File: config.mk
export PLATFORM = sky130hd
export DESIGN_NAME = two_byte_header_length_frame_receiver
export DESIGN_NICKNAME = d
export VERILOG_FILES = /design/src/sv/thlfr_pkg.sv /design/src/sv/thlfr_ram.sv /design/src/sv/thlfr_parser.sv /design/src/sv/two_byte_header_length_frame_receiver.sv
export SDC_FILE = /design/constraint.sdc
export NUM_CORES = 1
export LEC_CHECK = 0
export ABC_AREA = 0
export CELL_PAD_IN_SITES_DETAIL_PLACEMENT = 1
export CELL_PAD_IN_SITES_GLOBAL_PLACEMENT = 1
export CORE_ASPECT_RATIO = 1.1
export CORE_MARGIN = 2
export CORE_UTILIZATION = 50
export CTS_CLUSTER_SIZE = 40
export DETAILED_ROUTE_END_ITERATION = 10
export DONT_BUFFER_PORTS = 1
export PLACE_DENSITY = 0.81
export SKIP_CTS_REPAIR_TIMING = 1
export SKIP_LAST_GASP = 1
export SLEW_MARGIN = 20
export SYNTH_ARGS = -nofsm -noshare
export SYNTH_HDL_FRONTEND = slang
export SYNTH_SLANG_ARGS = --single-unit
export TNS_END_PERCENT = 5
File: constraint.sdc
create_clock -name clk -period 3.1 [get_ports clk]
set_clock_uncertainty 0.2 [all_clocks]
set_input_delay 0.155 -clock clk [delete_from_list [all_inputs] [get_ports clk]]
set_output_delay 0.155 -clock clk [all_outputs]
set_load 0.01 [all_outputs]
File: src/sv/thlfr_pkg.sv
`timescale 1ns / 1ps
package thlfr_pkg;

  localparam int BUFFER_BYTES_DEF = 64;
  localparam int HDR_BYTES        = 3;
  localparam int POS_W            = 9;

  localparam logic [7:0] HDR1_RESET = 8'hAA;
  localparam logic [7:0] HDR2_RESET = 8'h55;

  typedef enum logic [1:0] {
    FN_BYTE  = 2'd0,
    FN_CLEAR = 2'd1,
    FN_READ  = 2'd2
  } func_t;

  typedef enum logic [0:0] {
    CFG_HDR1 = 1'b0,
    CFG_HDR2 = 1'b1
  } cfg_idx_t;

  typedef enum logic [3:0] {
    PH_HEAD1 = 4'b0001,
    PH_HEAD2 = 4'b0010,
    PH_LEN   = 4'b0100,
    PH_BODY  = 4'b1000
  } phase_t;

  localparam logic [1:0] PH_CODE_HEAD1 = 2'd0;
  localparam logic [1:0] PH_CODE_HEAD2 = 2'd1;
  localparam logic [1:0] PH_CODE_LEN   = 2'd2;
  localparam logic [1:0] PH_CODE_BODY  = 2'd3;

  typedef struct packed {
    logic [1:0] func;
    logic [7:0] rx_byte;
    logic [5:0] read_index;
  } in_item_t;

  typedef struct packed {
    logic       frame_ready;
    logic [6:0] frame_length;
    logic [7:0] read_data;
    logic [1:0] parser_phase;
  } out_item_t;

  typedef struct packed {
    logic       frame_ready;
    logic [6:0] frame_length;
    logic [1:0] parser_phase;
  } status_t;

endpackage

File: src/sv/thlfr_ram.sv
`timescale 1ns / 1ps
module thlfr_ram #(
  parameter int WIDTH = 8,
  parameter int DEPTH = 64
) (
  input  logic                     clk,
  input  logic                     we,
  input  logic [$clog2(DEPTH)-1:0] waddr,
  input  logic [WIDTH-1:0]         wdata,
  input  logic                     re,
  input  logic [$clog2(DEPTH)-1:0] raddr,
  output logic [WIDTH-1:0]         rdata
);

  logic [WIDTH-1:0] mem [DEPTH];

  always_ff @(posedge clk) begin
    if (we) begin
      mem[waddr] <= wdata;
    end
    if (re) begin
      rdata <= mem[raddr];
    end
  end

endmodule

File: src/sv/thlfr_parser.sv
`timescale 1ns / 1ps
module thlfr_parser import thlfr_pkg::*; #(
  parameter int BUFFER_BYTES = BUFFER_BYTES_DEF,
  localparam int AW = $clog2(BUFFER_BYTES)
) (
  input  logic          clk,
  input  logic          rst_n,
  input  logic          step,
  input  in_item_t      item,
  input  logic          cfg_we,
  input  logic [0:0]    cfg_index,
  input  logic [7:0]    cfg_wdata,
  output status_t       status,
  output logic          wr_en,
  output logic [AW-1:0] wr_addr,
  output logic [7:0]    wr_data
);

  logic [7:0] hdr1_r, hdr2_r;
  phase_t     phase_r, phase_nxt;
  logic       ready_r, ready_nxt;
  logic [7:0] blen_r, blen_nxt;
  logic [7:0] bcount_r, bcount_nxt;
  logic [6:0] clen_r, clen_nxt;

  logic [POS_W-1:0] body_pos;
  logic [POS_W-1:0] total_len;
  logic [7:0]       count_inc;

  assign body_pos  = POS_W'(HDR_BYTES) + POS_W'(bcount_r);
  assign total_len = POS_W'(HDR_BYTES) + POS_W'(blen_r);
  assign count_inc = bcount_r + 8'd1;

  always_ff @(posedge clk) begin
    if (!rst_n) begin
      hdr1_r   <= HDR1_RESET;
      hdr2_r   <= HDR2_RESET;
      phase_r  <= PH_HEAD1;
      ready_r  <= 1'b0;
      blen_r   <= '0;
      bcount_r <= '0;
      clen_r   <= '0;
    end else begin
      if (cfg_we) begin
        unique case (cfg_index)
          CFG_HDR1: hdr1_r <= cfg_wdata;
          CFG_HDR2: hdr2_r <= cfg_wdata;
          default: ;
        endcase
      end
      phase_r  <= phase_nxt;
      ready_r  <= ready_nxt;
      blen_r   <= blen_nxt;
      bcount_r <= bcount_nxt;
      clen_r   <= clen_nxt;
    end
  end

  always_comb begin
    phase_nxt  = phase_r;
    ready_nxt  = ready_r;
    blen_nxt   = blen_r;
    bcount_nxt = bcount_r;
    clen_nxt   = clen_r;
    wr_en      = 1'b0;
    wr_addr    = '0;
    wr_data    = item.rx_byte;
    if (step) begin
      unique case (item.func)
        FN_BYTE: begin
          if (!ready_r) begin
            unique case (phase_r)
              PH_HEAD1: begin
                if (item.rx_byte == hdr1_r) begin
                  wr_en     = 1'b1;
                  wr_addr   = AW'(0);
                  phase_nxt = PH_HEAD2;
                end
              end
              PH_HEAD2: begin
                if (item.rx_byte == hdr2_r) begin
                  wr_en     = 1'b1;
                  wr_addr   = AW'(1);
                  phase_nxt = PH_LEN;
                end else begin
                  phase_nxt = PH_HEAD1;
                end
              end
              PH_LEN: begin
                blen_nxt = item.rx_byte;
                wr_en    = 1'b1;
                wr_addr  = AW'(2);
                if (POS_W'(item.rx_byte) > POS_W'(BUFFER_BYTES - HDR_BYTES)) begin
                  phase_nxt = PH_HEAD1;
                end else begin
                  bcount_nxt = '0;
                  phase_nxt  = PH_BODY;
                end
              end
              PH_BODY: begin
                wr_en      = (body_pos < POS_W'(BUFFER_BYTES));
                wr_addr    = body_pos[AW-1:0];
                bcount_nxt = count_inc;
                if (count_inc >= blen_r) begin
                  clen_nxt  = total_len[6:0];
                  ready_nxt = 1'b1;
                  phase_nxt = PH_HEAD1;
                end
              end
              default: phase_nxt = PH_HEAD1;
            endcase
          end
        end
        FN_CLEAR: ready_nxt = 1'b0;
        default: ;
      endcase
    end
  end

  always_comb begin
    status.frame_ready  = ready_nxt;
    status.frame_length = clen_nxt;
    unique case (phase_nxt)
      PH_HEAD1: status.parser_phase = PH_CODE_HEAD1;
      PH_HEAD2: status.parser_phase = PH_CODE_HEAD2;
      PH_LEN:   status.parser_phase = PH_CODE_LEN;
      PH_BODY:  status.parser_phase = PH_CODE_BODY;
      default:  status.parser_phase = PH_CODE_HEAD1;
    endcase
  end

endmodule

File: src/sv/two_byte_header_length_frame_receiver.sv
`timescale 1ns / 1ps
// Frame receiver for header1, header2, length, body byte streams. One item is
// accepted every clock cycle while in_stall is low; each gives one result beat
// through the registered read of the single frame buffer memory (one write
// port for stored bytes, one read port for read items) and then through the
// output register. in_stall rises only when the memory read stage and the output
// register are both full and the output is stalled. The frame buffer
// has no reset; reading an entry not yet written returns arbitrary data.
module two_byte_header_length_frame_receiver import thlfr_pkg::*; #(
  parameter int BUFFER_BYTES = BUFFER_BYTES_DEF
) (
  input  logic       clk,
  input  logic       rst_n,
  input  logic       in_valid,
  output logic       in_stall,
  input  in_item_t   in_item,
  output logic       out_valid,
  input  logic       out_stall,
  output out_item_t  out_item,
  input  logic       cfg_we,
  input  logic [0:0] cfg_index,
  input  logic [7:0] cfg_wdata
);

  localparam int AW = $clog2(BUFFER_BYTES);

  logic          in_acc;
  logic          s1_adv;
  logic          s1_valid_r;
  status_t       s1_stat_r;
  logic          s1_read_r;
  status_t       stat;
  logic          wr_en;
  logic [AW-1:0] wr_addr;
  logic [7:0]    wr_data;
  logic [7:0]    rd_data;
  logic [POS_W-1:0] idx_ext;
  logic          rd_hit;
  logic          out_valid_r;
  out_item_t     out_item_r;

  assign s1_adv   = s1_valid_r && (!out_valid_r || !out_stall);
  assign in_stall = s1_valid_r && !s1_adv;
  assign in_acc   = in_valid && !in_stall;

  assign idx_ext = POS_W'(in_item.read_index);
  assign rd_hit  = (in_item.func == FN_READ) && (idx_ext < POS_W'(BUFFER_BYTES));

  thlfr_parser #(
    .BUFFER_BYTES(BUFFER_BYTES)
  ) u_parser (
    .clk      (clk),
    .rst_n    (rst_n),
    .step     (in_acc),
    .item     (in_item),
    .cfg_we   (cfg_we),
    .cfg_index(cfg_index),
    .cfg_wdata(cfg_wdata),
    .status   (stat),
    .wr_en    (wr_en),
    .wr_addr  (wr_addr),
    .wr_data  (wr_data)
  );

  thlfr_ram #(
    .WIDTH(8),
    .DEPTH(BUFFER_BYTES)
  ) u_ram (
    .clk  (clk),
    .we   (wr_en),
    .waddr(wr_addr),
    .wdata(wr_data),
    .re   (in_acc && rd_hit),
    .raddr(idx_ext[AW-1:0]),
    .rdata(rd_data)
  );

  always_ff @(posedge clk) begin
    if (!rst_n) begin
      s1_valid_r  <= 1'b0;
      out_valid_r <= 1'b0;
    end else begin
      if (in_acc) begin
        s1_valid_r <= 1'b1;
      end else if (s1_adv) begin
        s1_valid_r <= 1'b0;
      end
      if (s1_adv) begin
        out_valid_r <= 1'b1;
      end else if (!out_stall) begin
        out_valid_r <= 1'b0;
      end
    end
  end

  always_ff @(posedge clk) begin
    if (in_acc) begin
      s1_stat_r <= stat;
      s1_read_r <= rd_hit;
    end
    if (s1_adv) begin
      out_item_r.frame_ready  <= s1_stat_r.frame_ready;
      out_item_r.frame_length <= s1_stat_r.frame_length;
      out_item_r.parser_phase <= s1_stat_r.parser_phase;
      out_item_r.read_data    <= s1_read_r ? rd_data : 8'd0;
    end
  end

  assign out_valid = out_valid_r;
  assign out_item  = out_item_r;

endmodule
==> results.md, run 1 <==
* Status: finished with violations
* Failing checks: hold timing, setup timing
* Largest cells by area after synthesis: edfxtp_1 70%, mux4_2 14%, dfxtp_1 3.9%
* Fin Setup TNS at -41.37 ns
* Synth cell types at 50
* Hold Path Depth at 5
* Clk pwr share at 42.5%
* Worst skew pair latency at 0.61 ns
* TritonCTS buffer count at 56
* Ys flop type: edfxtp_1
* Starting Density at 50.6%
* Util after Layout at 59.0%
* Initial antenna violation count at 4
* Drt first pass iters at 5
* Row count at 83
* Vias in the first global route at 13400
* Crit. Startpoint: u_parser.bcount_r[0]
* Slew HR at 39.0%
* Yosys top cell by area: edfxtp_1
* Cells after DPL at 1890
* Max IR drop VDD at 0.000434 V
* Setup Viol. Count Final at 490
* Synthesized flop and latch total at 595
* Max cap viols at 0
* Hold crit path type: in -> reg
* Worst EP required at 3.21 ns
* Pre-CTS setup slack at -0.115 ns
* R2r worst-path depth at 10
* R2r startpoint: u_parser.bcount_r[0]
* IO Count at 50
* Gate Count Post-Synth at 1258
* Critical Path End Type: register
* H-tree depth at 2
* Max Buffers Root-to-Sink at 3
* FFs w/ async S/R, synth at 0%
* EDFF count, synth at 549
* R2r setup slk at -0.18 ns
* Power Density at 599 mW/mm^2
* Die ar. at 0.0491 sq mm
* Endpoints failing hold at 3
* GRT Total Usage at 24.8%
* Die Wd at 211 um
* Avg Inst Size Synth at 18.8 sq um
* R2r endpoint: u_ram.mem[36][7]
* Initial drt markers at 1251
* Top-count cell post-synth: edfxtp_1
* Clk slew on worst S/H paths at 0.06 ns
* WL/cell at 30.6 um
* Synthesized Nets at 1299
* Sequential Area at 0.0174 sq mm
* Final period util at 106%
* Internal power at 0.0131 W
* F_max at 305 MHz
* # DRC at 0
* Clock sink total at 595
* Post-DP HPWL at 35900 um
* Hold Startpoint: in_item[10]
* I/O Buffers at 0
* Avg Vias per Cell at 6.29
* Layout area overhead at 16.6%
* Worst-path maximum fanout at 8
* P_sw at 0.00339 W
* # nets final at 1456
* CTS root buf: clkbuf_16
* Worst slew pin tran at 0.912 ns
* Layout cell share with drive strength beyond 1 at 25.1%
* Remaining global-route overflow at 0
* CTS tree: built
* Die H at 232 um
* Sw frac at 20.5%
* Area of the mapped netlist at 0.0237 sq mm
* Pin count of the biggest net entering global routing at 129
* Area of the multi-input gates at 0.00598 sq mm
* Post-route antenna net violation count at 0
* First-pass GRT wire length at 88500 um
* Core Region at 0.0467 sq mm
* Setup ws final at -0.179 ns
* Logic pwr share at 4.1%
* Top-area cell type share of the netlist area at 69.7%
* Share of power burned in registers at 53.4%
* RSZ-0062 raised after global routing: true
* Fillers at 4050
* Finished Layout Cells at 2058
* Tmin final at 3.28 ns
* Final Routed Wirelength at 63000 um
* Hold endpoint: u_parser.bcount_r[6]
* Total vias in the final route at 13000
* Startpoint types: register
* Critical path type: reg -> reg
* Final max-slew violation count at 0
* Final GP Congestion at 0.830
* Warnings from Yosys at 0
* Sequential area share after synthesis at 73.6%
* Synth cell count leaders: 549 x edfxtp_1, 144 x mux4_2, 83 x nor2_1, 80 x nand2_1, 46 x dfxtp_1
* Arrival time at the worst endpoint at 3.39 ns
* Worst hold margin at -0.0327 ns
* Leakage power at 8.89 nW
==> through the flow <==
stage / power [W] / instance area, sq um
after floorplan: 0.00939 / 23700
after global placement: 0.00939 / 24900
after detailed placement: 0.00941 / 24900
after CTS: 0.0163 / 26700
after global routing: 0.0169 / 27600
final: 0.0165 / 27600
==> worst max path at each step <==
| stage | end | slack (ns) | cells after the start |
|---|---|---|---|
| after floorplan | u_ram.mem[6][0] | -0.12 | 8 |
| after global placement | s1_stat_r[1] | -0.05 | 10 |
| after detailed placement | u_ram.mem[17][7] | -0.11 | 9 |
| after CTS | u_ram.mem[19][0] | -0.24 | 9 |
| after global routing | s1_stat_r[1] | -0.26 | 11 |
| final | u_ram.mem[36][7] | -0.18 | 10 |
==> logic make-up (layout without fill, tap and decap cells) <==
logic type	after synthesis	in the layout	share of synthesized area, %
adders and majority gates	11	11	0.582
AOI/OAI and AO/OA	126	126	3.73
and+or+nand+nor	262	262	5.21
xor gates and xnor gates	33	33	1.22
muxes	156	156	14.3
DFF	595	595	73.6
other	0	1	0
buffers and inverters	75	279	1.40
==> placed cells by master, fill, tap and decap left out, types with 13 or more instances in the layout <==
master and instances:
nand3_1 19, xor2_1 23, dlygate4sd3_1 48, and2_1 25
clkbuf_16 58, a22oi_1 33, dfxtp_1 44, buf_4 97
a21oi_1 30, a21boi_0 20, mux4_2 144, nor2b_1 19
clkinv_2 13, edfxtp_1 549, nor2_1 80, nand2_1 78
==> critical path: stages, from the launching register on <==
cell      delay (ns)
dfxtp_2         0.35
inv_2           0.05
ha_4            0.15
nand3b_1        0.20
or4_1           0.51
a211o_1         0.35
a311oi_4        0.40
nand2_1         0.14
buf_4           0.22
nor2_1          0.15
buf_4           0.23
==> flip-flops by register name, summed over array words and instances, names as in the netlist <==
signal and count:
s1_stat_r 10, s1_valid_r 1, out_valid 1, u_ram.mem 512, u_parser.hdr2_r 8, u_parser.ready_r 1, u_parser.blen_r 8, u_ram.rdata 8
out_item 18, u_parser.hdr1_r 8, u_parser.phase_r 4, u_parser.bcount_r 8, s1_read_r 1, u_parser.clen_r 7
==> power by group through the flow <==
stage / combinational (W) / clock, W / sequential [W]
after floorplan: 0.000408 / 0 / 0.00898
after global placement: 0.000399 / 0 / 0.00899
after detailed placement: 0.000417 / 0 / 0.00899
after CTS: 0.000425 / 0.00710 / 0.00882
after global routing: 0.000711 / 0.00739 / 0.00882
final: 0.000679 / 0.00702 / 0.00882
==> cell type report <==
type	count	area share, %
Sequential cell	595	63.1
Multi-Input combinational cell	588	21.7
Timing Repair Buffer	160	5.51
Clock buffer	69	5.45
Tap cell	595	2.70
Clock inverter	36	1.32
Inverter	14	0.191
Antenna cell	1	0.00907
==> metal layers <==
layer  wire length (um)  up-vias  global-route usage (%)  share of wire, %
met5                  0        -                       0                 0
met4               2180        0                    8.01               3.5
met1              23400     6891                    31.7                37
li1                   -     5353                       -                 -
met3               4730      142                    5.61               7.5
met2              32600      569                    42.3                52
(Power assumes the default switching activity.)
==> run 2, diff against run 1 <==
--- a/config.mk
+++ b/config.mk
@@ -20,5 +20,6 @@
 export SLEW_MARGIN = 20
 export SYNTH_ARGS = -nofsm -noshare
 export SYNTH_HDL_FRONTEND = slang
+export SYNTH_HIERARCHICAL = 1
 export SYNTH_SLANG_ARGS = --single-unit
 export TNS_END_PERCENT = 5
==> run 2 against run 1 <==
  * The run still ends with hold timing, setup timing left
  * Sequential share of layout area fell by 0.87 points
  * Critical path type unchanged
  * Setup slack better by 0.14 ns
  * Largest cell class unchanged
  * Critical path depth up 1
  * Die area up 1.2%
  * First-iteration DRC count down 7.5%
  * Final cell count is 4.9% higher
  * Critical endpoint is now u_ram/mem[62][6]
  * Clock-buffer cell count grew 4
  * Total power is 0.15% higher
  * Register-to-register slack better by 0.14 ns
  * Wire length is 0.22% lower
==> results.md, run 2 <==
* Max FFs per register at 512 (unchanged)
* Largest cells by area after synthesis: edfxtp_1 69%, mux4_2 12%, dfxtp_1 3.8%
* Critical Path End Type: register
* Worst hold margin at -0.0487 ns (-0.0159 ns)
* Hold crit path type: in -> reg
* Worst EP required at 3.21 ns (about the same)
* Hold Startpoint: in_item[7]
* CTS root buf: clkbuf_16
* Row count at 84 (+1.2%)
* Status: finished with violations
* WL/cell at 29.1 um (-4.8%)
* Avg Vias per Cell at 6.11 (-2.9%)
* IO Count at 50 (unchanged)
* Vias in the first global route at 13900 (+3.5%)
* I/O Buffers at 0 (unchanged)
* Core Region at 0.0475 sq mm (+1.7%)
* Total vias in the final route at 13200 (+1.8%)
* Clock sink total at 595 (unchanged)
* Crit-path leading delay family: simple AND/OR/NAND/NOR gates
* Power Density at 591 mW/mm^2 (-1.3%)
* Final period util at 101% (-4.5 points)
* Layout area overhead at 16.9%
* Max Buffers Root-to-Sink at 3 (unchanged)
* Commonest non-fill, non-tap cell in the layout: edfxtp_1
* Setup Viol. Count Final at 46 (-91%)
* First-pass GRT wire length at 90200 um (+1.9%)
* Final GP Congestion at 0.859 (+3.6%)
* Max cap viols at 0 (unchanged)
* Setup ws final at -0.0388 ns (+0.140 ns)
* FFs w/ async S/R, synth at 0% (unchanged)
* Die H at 233 um (+0.59%)
* Failing checks: hold timing, setup timing
* R2r setup slk at -0.04 ns (+0.14 ns)
* Worst skew pair latency at 0.62 ns (about the same)
* Design Area, Final at 0.0280 sq mm (+1.4%)
* Worst path max stage delay at 0.55 ns (+0.04 ns)
* Worst path bufs/invs at 2 (-1)
* H-tree depth at 2 (unchanged)
* Drt first pass iters at 5 (unchanged)
* Die ar. at 0.0496 sq mm (+1.2%)
* Slew HR at 28.0% (-11 points)
* Total power at 0.0165 W (+0.15%)
* R2r worst-path depth at 11 (+1)
* Synth cell types at 68 (+36%)
* Most flops, register: u_ram/mem
* Remaining global-route overflow at 0 (unchanged)
* Synth cell count leaders: 549 x edfxtp_1, 126 x mux4_2, 108 x nor2_1, 65 x nand2_1, 46 x dfxtp_1
* Worst-path cell chain: xor2_1 -> nor4_1 -> nand3_1 -> nand2_1 -> nor2_1 -> a21oi_2 -> nor2b_4 -> nand3_1 -> buf_4 -> nor2_1 -> buf_4
* Worst-path maximum fanout at 8 (unchanged)
* Finished Layout Cells at 2158 (+4.9%)
* Synthesized Nets at 1349 (+3.8%)
* Synthesized flop and latch total at 595 (unchanged)
* Worst slew pin tran at 1.07 ns (+0.154 ns)
* Max IR drop VDD at 0.000549 V (+26%)
* Critical path type: reg -> reg
* Startpoint types: register
* Top-count cell post-synth: edfxtp_1
* Die Wd at 213 um (+0.58%)
* Hold Path Depth at 5 (unchanged)
* Starting Density at 50.4% (-0.23 points)
* Pin count of the biggest net entering global routing at 138 (+7.0%)
* Placed instance area at 0.0252 sq mm (+1.5%)
* ANT cells at 0 (-1)
* Sequential area share after synthesis at 72.7% (-0.87 points)
* Warnings from Yosys at 6 (+6)
* Post-DP HPWL at 35900 um (about the same)
* Ys flop type: edfxtp_1
* RSZ-0062 raised after global routing: true
* Tmin final at 3.14 ns (-0.140 ns)
* Endpoints failing hold at 3 (unchanged)
* R2r startpoint: u_parser/hdr1_r[6]
* CTS tree: built
* Clk slew on worst S/H paths at 0.06 ns (about the same)
* Initial antenna violation count at 0 (-4)
* Post-route antenna net violation count at 0 (unchanged)
* Initial drt markers at 1157 (-7.5%)
* EDFF count, synth at 549 (unchanged)
* R2r endpoint: u_ram/mem[62][6]
* Final max-slew violation count at 0 (unchanged)
* GRT Total Usage at 25.0% (+0.21 points)
* Arrival time at the worst endpoint at 3.25 ns (-0.14 ns)
* Hold endpoint: u_parser/phase_r[0]
* Layout cell share with drive strength beyond 1 at 25.8% (+0.67 points)
* # nets final at 1507 (+3.5%)
* Cells after DPL at 1986 (+5.1%)
* Slowest cell on crit path: nor4_1
* Fillers at 4175 (+3.1%)
* Gate Count Post-Synth at 1308 (+4.0%)
* Area of the mapped netlist at 0.0239 sq mm (+1.2%)
* TritonCTS buffer count at 57 (+1.8%)
* # DRC at 0 (unchanged)
* Yosys top cell by area: edfxtp_1
* F_max at 319 MHz (+4.5%)
* Most frequent cells in the layout: 549 x edfxtp_1, 126 x mux4_2, 108 x buf_4
* Final Routed Wirelength at 62800 um (-0.22%)
* Leakage power at 9.16 nW (+3.0%)
* Avg Inst Size Synth at 18.3 sq um (-2.7%)
* Top-area cell type share of the netlist area at 68.9% (-0.82 points)
[run 2: how the worst max path moves through the flow]
| stage | startpoint | to | slack [ns] | cells after the start |
|---|---|---|---|---|
| floorplan | out_valid | u_ram/mem[58][0] | -0.1 | 10 |
| global placement | u_parser/bcount_r[0] | s1_stat_r[8] | -0.02 | 10 |
| detailed placement | u_parser/bcount_r[0] | u_parser/clen_r[2] | -0.15 | 11 |
| CTS | u_parser/bcount_r[0] | u_parser/clen_r[2] | -0.19 | 11 |
| global route | u_parser/bcount_r[1] | u_parser/clen_r[2] | -0.08 | 11 |
| finish | u_parser/hdr1_r[6] | u_ram/mem[62][6] | -0.04 | 11 |
[run 2: worst reg2reg max path, cell delays in order, from the launching register on]
cell,delay (ns)
dfxtp_1,0.32
xor2_1,0.17
nor4_1,0.55
nand3_1,0.19
nand2_1,0.14
nor2_1,0.08
a21oi_2,0.22
nor2b_4,0.22
nand3_1,0.11
buf_4,0.22
nor2_1,0.18
buf_4,0.22
[run 2: routing by layer]
layer	vias to the layer above	GRT usage, %	wire, um
met1	7019	31.8	24200
li1	5511	-	-
met2	557	44.2	33100
met4	0	8.11	1930
met3	105	3.74	3610
met5	-	0	0
[run 2: layout make-up]
type                    instances  area [sq um]  area share, %
flip-flops and latches        595         17400           62.2
inverters                      12          45.0          0.161
well taps                     645           807           2.88
clock buffers                  73          1540           5.50
clock inverters                33           333           1.19
multi-input cells             627          6200           22.1
repair buffers                173          1640           5.87
[run 2: kinds of logic (layout without fill, tap and decap cells)]
| kind of cell | after synthesis | count (layout) | synth area share, % |
|---|---|---|---|
| muxes | 177 | 177 | 14.2 |
| buffers and inverters | 86 | 291 | 2.02 |
| and+or+nand+nor | 303 | 303 | 6.18 |
| adders and majority gates | 11 | 11 | 0.575 |
| xor gates and xnor gates | 34 | 34 | 1.24 |
| AOI/OAI and AO/OA | 102 | 102 | 3.05 |
| DFF | 595 | 595 | 72.7 |
[run 2: power by group]
part	total, W	switching, W	internal (W)	leakage, nW
registers	0.00882	0.0000259	0.00879	5.33
clock network	0.00704	0.00296	0.00408	0.921
logic	0.000687	0.000375	0.000312	2.91
[run 2: stage by stage]
step           util [%]  hold slack (ns)  setup TNS (ns)  worst slack (ns)
3_3_place_gp       53.1           0.0315          -0.185           -0.0168
5_1_grt            58.9          -0.0410           -3.97           -0.0846
3_5_place_dp       53.1           0.0363           -2.00            -0.147
6_report           58.9          -0.0487          -0.799           -0.0388
2_1_floorplan         -           0.0725          -16.33           -0.0990
4_1_cts            57.0           -0.612           -8.30            -0.187
